File: config.mk
export PLATFORM = sky130hd
export DESIGN_NAME = cpc_csr
export DESIGN_NICKNAME = d
export VERILOG_FILES = /design/src/rtl/cpc_pkg.sv /design/src/rtl/cpc_csr.sv
export SDC_FILE = /design/constraint.sdc
export NUM_CORES = 1
export LEC_CHECK = 0
export BUFFER_PORTS_ARGS = -buffer_cell sky130_fd_sc_hd__buf_2
export CORE_ASPECT_RATIO = 2
export CORE_MARGIN = 1
export CORE_UTILIZATION = 55
export CTS_BUF_LIST = sky130_fd_sc_hd__clkbuf_8
export CTS_CLUSTER_SIZE = 20
export DETAILED_ROUTE_END_ITERATION = 7
export PLACE_DENSITY = 0.85
export RECOVER_POWER = 25
export SLEW_MARGIN = 30
export SYNTH_ARGS = -nofsm -noshare
export SYNTH_HDL_FRONTEND = slang
export SYNTH_SLANG_ARGS = --single-unit
File: constraint.sdc
create_clock -name clock -period 2.8 [get_ports clock]
set_input_delay 0.42 -clock clock [delete_from_list [all_inputs] [get_ports clock]]
set_output_delay 0.42 -clock clock [all_outputs]
set_load 0.05 [all_outputs]
File: src/rtl/cpc_pkg.sv
// Shared types and constants for the class probability colorizer.
`default_nettype none

package cpc_pkg;

   localparam int NUM_INPUTS   = 8;
   localparam int MAX_CHANNELS = 8;
   localparam int CH_IDX_W     = $clog2(NUM_INPUTS);
   localparam int CH_COUNT_W   = 4;
   localparam int PROB_W       = 16;
   localparam int COMP_W       = 8;
   localparam int NUM_COMP     = 3;
   localparam int COLOR_W      = COMP_W * NUM_COMP;
   localparam int CLASS_W      = 8;
   localparam int MODE_W       = 3;
   localparam int CSR_INDEX_W  = 4;
   localparam int CSR_DATA_W   = 64;

   localparam logic [COMP_W-1:0] GREY_INVALID = COMP_W'(127);

   // Register indexes on the configuration channel.
   localparam logic [CSR_INDEX_W-1:0] REG_CHANNEL_COUNT = CSR_INDEX_W'(0);
   localparam logic [CSR_INDEX_W-1:0] REG_CLASS_IDS     = CSR_INDEX_W'(1);
   localparam logic [CSR_INDEX_W-1:0] REG_PALETTE_01    = CSR_INDEX_W'(2);
   localparam logic [CSR_INDEX_W-1:0] REG_PALETTE_23    = CSR_INDEX_W'(3);
   localparam logic [CSR_INDEX_W-1:0] REG_PALETTE_45    = CSR_INDEX_W'(4);
   localparam logic [CSR_INDEX_W-1:0] REG_PALETTE_67    = CSR_INDEX_W'(5);
   localparam logic [CSR_INDEX_W-1:0] REG_THRESHOLD     = CSR_INDEX_W'(6);
   localparam logic [CSR_INDEX_W-1:0] REG_OUTPUT_MODE   = CSR_INDEX_W'(7);

   // Output modes.
   localparam logic [MODE_W-1:0] MODE_ID_ONLY   = MODE_W'(0);
   localparam logic [MODE_W-1:0] MODE_THRESH    = MODE_W'(1);
   localparam logic [MODE_W-1:0] MODE_RAW       = MODE_W'(2);
   localparam logic [MODE_W-1:0] MODE_MEAN      = MODE_W'(3);
   localparam logic [MODE_W-1:0] MODE_BLEND     = MODE_W'(4);

   typedef struct packed {
      logic [CH_COUNT_W-1:0]                channel_count;
      logic [NUM_INPUTS-1:0][CLASS_W-1:0]   class_ids;
      logic [NUM_INPUTS-1:0][COLOR_W-1:0]   palette;
      logic [PROB_W-1:0]                    threshold;
      logic [MODE_W-1:0]                    output_mode;
   } cfg_type;

endpackage

`default_nettype wire

File: src/rtl/cpc_csr.sv
// Configuration register file of the class probability colorizer.
`default_nettype none

module cpc_csr (
   input  wire logic                              clock,
   input  wire logic                              reset,
   input  wire logic                              csr_valid,
   output      logic                              csr_ready,
   input  wire logic [cpc_pkg::CSR_INDEX_W-1:0]   csr_index,
   input  wire logic [cpc_pkg::CSR_DATA_W-1:0]    csr_data,
   output      cpc_pkg::cfg_type                  cfg
);

   cpc_pkg::cfg_type cfg_ff;

   assign csr_ready = 1'b1;
   assign cfg       = cfg_ff;

   always_ff @(posedge clock) begin
      if (reset) begin
         cfg_ff.channel_count <= cpc_pkg::CH_COUNT_W'(8);
         for (int k = 0; k < cpc_pkg::NUM_INPUTS; k++) begin
            cfg_ff.class_ids[k] <= cpc_pkg::CLASS_W'(k);
            cfg_ff.palette[k]   <= '0;
         end
         cfg_ff.threshold   <= cpc_pkg::PROB_W'(19661);
         cfg_ff.output_mode <= cpc_pkg::MODE_BLEND;
      end else if (csr_valid && csr_ready) begin
         unique case (csr_index)
            cpc_pkg::REG_CHANNEL_COUNT: begin
               cfg_ff.channel_count <= csr_data[cpc_pkg::CH_COUNT_W-1:0];
            end
            cpc_pkg::REG_CLASS_IDS: begin
               cfg_ff.class_ids <= csr_data[cpc_pkg::NUM_INPUTS*cpc_pkg::CLASS_W-1:0];
            end
            cpc_pkg::REG_PALETTE_01: begin
               cfg_ff.palette[0] <= csr_data[cpc_pkg::COLOR_W-1:0];
               cfg_ff.palette[1] <= csr_data[2*cpc_pkg::COLOR_W-1:cpc_pkg::COLOR_W];
            end
            cpc_pkg::REG_PALETTE_23: begin
               cfg_ff.palette[2] <= csr_data[cpc_pkg::COLOR_W-1:0];
               cfg_ff.palette[3] <= csr_data[2*cpc_pkg::COLOR_W-1:cpc_pkg::COLOR_W];
            end
            cpc_pkg::REG_PALETTE_45: begin
               cfg_ff.palette[4] <= csr_data[cpc_pkg::COLOR_W-1:0];
               cfg_ff.palette[5] <= csr_data[2*cpc_pkg::COLOR_W-1:cpc_pkg::COLOR_W];
            end
            cpc_pkg::REG_PALETTE_67: begin
               cfg_ff.palette[6] <= csr_data[cpc_pkg::COLOR_W-1:0];
               cfg_ff.palette[7] <= csr_data[2*cpc_pkg::COLOR_W-1:cpc_pkg::COLOR_W];
            end
            cpc_pkg::REG_THRESHOLD: begin
               cfg_ff.threshold <= csr_data[cpc_pkg::PROB_W-1:0];
            end
            cpc_pkg::REG_OUTPUT_MODE: begin
               cfg_ff.output_mode <= csr_data[cpc_pkg::MODE_W-1:0];
            end
            default: begin
            end
         endcase
      end
   end

endmodule

`default_nettype wire

==> impl_metrics.ini, run 1 <==
[critical_path]
cp-start-kind = input pin
crit_fanout = 28
arrival_ps = 2520
setup.worst_path.end_class = flop
crit_type = input pin to flop
crit_required_ps = 3180

[synthesis]
synth.most_common_cell = nand2b_1
synth-main-ff-cell = dfxtp_1
ys_warn_count = 0
synth_area_leaders = dfxtp_1 51%, mux2i_1 24%, nand2b_1 17%
syn_area_sq_mm = 0.0110
synth_seq_area_share_pct = 51.0
synthTopCellsByCount = 305 x nand2b_1, 279 x dfxtp_1, 268 x mux2i_1, 43 x nor2_1, 40 x clkbuf_1
synth_compound_area_share_pct = 0.503
synthMuxAreaShare_pct = 24.5
yosys.area_share.simple_pct = 20.6
synth_edf_count = 0
synth-xor-area-share_pct = 0
postSynthCellCount = 1006
synthArstFlopShare_pct = 0
synthAdderAreaFrac_pct = 0
yosys.cell_types.count = 20
synth_top_cell_by_area = dfxtp_1
ys_seq_elements = 279
syn_area_per_cell_sq_um = 10.9
yosysTopAreaCellShare_pct = 51.0
syn_nets = 1077
synth_top_family_by_area = multiplexers

[final_layout]
area.sequential_sq_mm = 0.00559
area_growth_pct = 23.6
multi_input_area_sq_mm = 0.00500
fin_util_pct = 69.6
largest_reg_flops = 279
num-fill-cells = 1553
drive_gt1_share_pct = 31.0
final_area_sq_mm = 0.0135
num-nets-final = 1406

[die]
die_w_um = 102
die-area_sq_mm = 0.0205
coreArea_sq_mm = 0.0195
start_util_pct = 56.3
ios = 351
die_height_um = 202
rows = 72

[clock_tree]
post_cts_resize_count = 0
cts_root_buf = clkbuf_8
cts-hold-fix-buffers = 0
clk_latency_ps = 520
cts_max_level = 2
tritoncts = done
clk_pin_slew_ps = 70
cts.sinks = 279
cts_buffers = 38
cts_buffer_depth = 3
post-cts-setup-buffer-count = 0

[sta]
fmax_mhz = 468
drv_slew = 108
final-hold-violation-count = 0
clock_skew_ps = 0
whs_ps = 162
rsz0062_at_grt = false
setup_violations = 0
finalCriticalPeriod_ps = 2140
post-route-period-util_pct = 76.3
relSlewSlack_pct = -8.57
finalSetupTns_ps = 0
worst_slew_pin_slew_ps = 1630

[grt]
grt_usage_pct = 27.7
grt_max_degree = 145
antenna_found_initial = 1
grt_pass1_vias = 8547
grt_pass1_wl_mm = 44.0
gr-total-overflow = 0

[drt]
dr.pass1.iters = 4
wl_mm = 28.7
via_per_inst = 5.14
drtIter0Drc = 228
vias = 8309
routedWlPerCell_um = 17.7
drc = 0
antenna_left = 0

[placement]
place_congestion = 0.862
hpwl_mm = 19.8
placed_area_sq_mm = 0.0129
place.port_buffers = 349

[job]
maxCapViolations = 2

[status]
violations = capacitance limit, slew limit
status = finished with violations

[power_and_ir_drop]
p_per_area_mw_per_mm2 = 570
ir_drop_uv = 489
p_leak_nw = 7.15

[hold_path]
hp-class = input pin to flop
final cells by class:
| type | instances | area share, % |
|---|---|---|
| well taps | 259 | 2.39 |
| flip-flops and latches | 279 | 41.2 |
| repair buffers | 362 | 14.0 |
| diodes | 1 | 0.0185 |
| clock inverters | 13 | 0.434 |
| multi-input cells | 654 | 37.0 |
| clock buffers | 49 | 4.98 |
logic make-up (layout without fill, tap and decap cells):
kind of cell           count (synthesis)  in the layout
AO/OA/AOI/OAI                         11             11
buffers and inverters                 73            424
flip-flops                           279            279
multiplexers                         268            268
other                                  1              2
AND/OR/NAND/NOR                      374            374
per-stage QoR:
step	total power [mW]	instances	setup slack (ps)
2_1_floorplan	4.58	1006	1310
3_3_place_gp	4.76	1554	769
3_5_place_dp	4.77	1554	658
4_1_cts	7.78	1616	1150
5_1_grt	7.98	1617	601
6_report	7.72	1617	663
layer usage:
layer / vias to the layer above / GRT usage, % / wire (um) / part of all wire (%)
met1: 3947 / 28.3 / 10700 / 37
met2: 320 / 49.4 / 14600 / 51
met4: 0 / 17.3 / 1610 / 5.6
met3: 90 / 6.32 / 1760 / 6.1
met5: - / 0 / 0 / 0
li1: 3952 / - / - / -
path summary, 6_finish.rpt:
| path | startpoint | endpoint | slack [ps] | depth (start not counted) |
|---|---|---|---|---|
| worst max-delay path | csr_index[3] | cfg[190] | 660 | 5 |
| worst min-delay path | csr_data[57] | cfg[268] | 160 | 3 |
| worst max register to register | cfg[247] | cfg[247] | 2100 | 2 |
| worst min register to register | cfg[164] | cfg[164] | 470 | 2 |
power breakdown:
| group | internal [mW] | switching (mW) | leakage (nW) | total [mW] |
|---|---|---|---|---|
| registers | 4.02 | 0.0265 | 2.25 | 4.05 |
| logic | 0.216 | 0.420 | 4.48 | 0.636 |
| clock network | 1.56 | 1.48 | 0.409 | 3.04 |
cells in the final DEF (no fill, tap or decap), types with 3 or more instances in the layout:
master	n
nor2_1	43
clkbuf_8	49
buf_12	4
nand2_1	4
clkinv_2	5
nand2b_1	305
nand4b_1	11
inv_1	7
o21ai_0	10
clkbuf_2	3
buf_2	347
mux2i_1	268
buf_4	5
dfxtp_1	279
critical path, cell delays in order:
cell	delay, ps
clkbuf_1	110
and3b_1	360
nand2_1	900
buf_12	540
mux2i_1	160
Power figures use the tool's default switching activity.
==> run 2: changes to the inputs <==
CORE_UTILIZATION = 53   (was 55)
PLACE_DENSITY = 0.83   (was 0.85)
clock period = 2.1 ns   (was 2.8 ns; I/O delays follow)
==> run 2 against run 1 <==
- the flow now finishes without violations
- largest power group unchanged
- largest cell class unchanged
- worst hold slack got worse by 100 ps
- critical path depth decreased by 1
- highest routed layer unchanged
- non-clock buffer count increased by 11
- via count increased by 0.76%
- count of clock-buffer cells in the layout unchanged
- sequential share of layout area decreased by 0.48 points
- critical endpoint is now cfg[79]
==> impl_metrics.ini, run 2 (synthesis gave the netlist of run 1 again) <==
[clock_tree]
cts_max_level = 2
cts_buffers = 39
cts.sinks = 279
clk_pin_slew_ps = 70
post_cts_resize_count = 0
cts-hold-fix-buffers = 0
post-cts-setup-buffer-count = 0
cts_buffer_depth = 3
tritoncts = done
clk_latency_ps = 520
cts_root_buf = clkbuf_8

[grt]
grt_usage_pct = 26.5
antenna_found_initial = 0
grt_pass1_vias = 8448
grt_pass1_wl_mm = 44.6
gr-total-overflow = 0
grt_max_degree = 99

[drt]
drc = 0
antenna_left = 0
wl_mm = 29.0
via_per_inst = 5.10
drtIter0Drc = 350
routedWlPerCell_um = 17.7
vias = 8372
dr.pass1.iters = 8

[final_layout]
area_growth_pct = 25.1
largest_reg_flops = 279
drive_gt1_share_pct = 31.3
num-nets-final = 1418
antenna_cells = 0
fin_util_pct = 67.3
final_cell_mix = 347 x buf_2, 305 x nand2b_1, 279 x dfxtp_1, 268 x mux2i_1, 49 x clkbuf_8
num-fill-cells = 1654
final_common_cell = buf_2

[sta]
finalCriticalPeriod_ps = 1640
relSlewSlack_pct = 13.2
finalSetupTns_ps = 0
final-hold-violation-count = 0
rsz0062_at_grt = false
worst_slew_pin_slew_ps = 1300
setup_violations = 0
clock_skew_ps = 0
fmax_mhz = 610
post-route-period-util_pct = 78.1
drv_slew = 0

[critical_path]
cp-start-kind = input pin
crit_fanout = 40
arrival_ps = 2010
setup.worst_path.end_class = flop
crit_type = input pin to flop
crit_required_ps = 2470

[power_and_ir_drop]
ir_drop_uv = 552
p_leak_nw = 7.27
p_per_area_mw_per_mm2 = 765

[placement]
place_congestion = 0.840
place.port_buffers = 349
hpwl_mm = 20.1

[job]
maxCapViolations = 0

[die]
coreArea_sq_mm = 0.0204
ios = 351
die_w_um = 104
die-area_sq_mm = 0.0213
start_util_pct = 53.8
rows = 74
die_height_um = 205

[hold_path]
hp-class = input pin to flop

[status]
status = finished, final reports clean
[run 2: layer usage]
metal  track usage [%]  routed length [um]  vias to the layer above
met3              4.85                1530                       71
li1                  -                   -                     3986
met1              28.2               11100                     4007
met2              49.5               15100                      308
met5                 0                   0                        -
met4              13.7                1270                        0
[run 2: stage by stage]
| stage | power (mW) | std cells | hold WS [ps] | area [sq um] | setup WS [ps] |
|---|---|---|---|---|---|
| floorplan | 6.11 | 1006 | 481 | 11000 | 719 |
| global placement | 6.37 | 1572 | 454 | 13000 | 422 |
| detailed placement | 6.38 | 1572 | 458 | 13000 | 380 |
| CTS | 10.6 | 1642 | 19.9 | 13800 | 575 |
| global route | 10.9 | 1642 | 40.0 | 13700 | 353 |
| finish | 10.5 | 1642 | 58.6 | 13700 | 460 |
[run 2: worst max-delay path, stage by stage]
cell,delay (ps)
buf_6,200
clkbuf_1,980
nand2b_1,380
mux2i_1,120
[run 2: final cells by class]
cell class | count | area (sq um) | share of cell area [%]
Sequential cell | 279 | 5590 | 40.8
Tap cell | 266 | 333 | 2.43
Clock inverter | 21 | 116 | 0.849
Multi-Input combinational cell | 654 | 5030 | 36.7
Timing Repair Buffer | 373 | 1960 | 14.3
Clock buffer | 49 | 674 | 4.92
[run 2: path summary, 6_finish.rpt]
path,start,endpoint,slack [ps],cells past startpoint
max,reset,cfg[79],460,4
max reg2reg,cfg[9],cfg[9],1400,2
min reg2reg,cfg[254],cfg[254],470,2
min,csr_data[17],cfg[228],60,3
[run 2: where the power goes]
| group | switching (mW) | internal (mW) | total (mW) |
|---|---|---|---|
| logic | 0.569 | 0.295 | 0.864 |
| registers | 0.0352 | 5.36 | 5.40 |
| clock network | 2.00 | 2.23 | 4.23 |
| total | 2.60 | 7.89 | 10.5 |
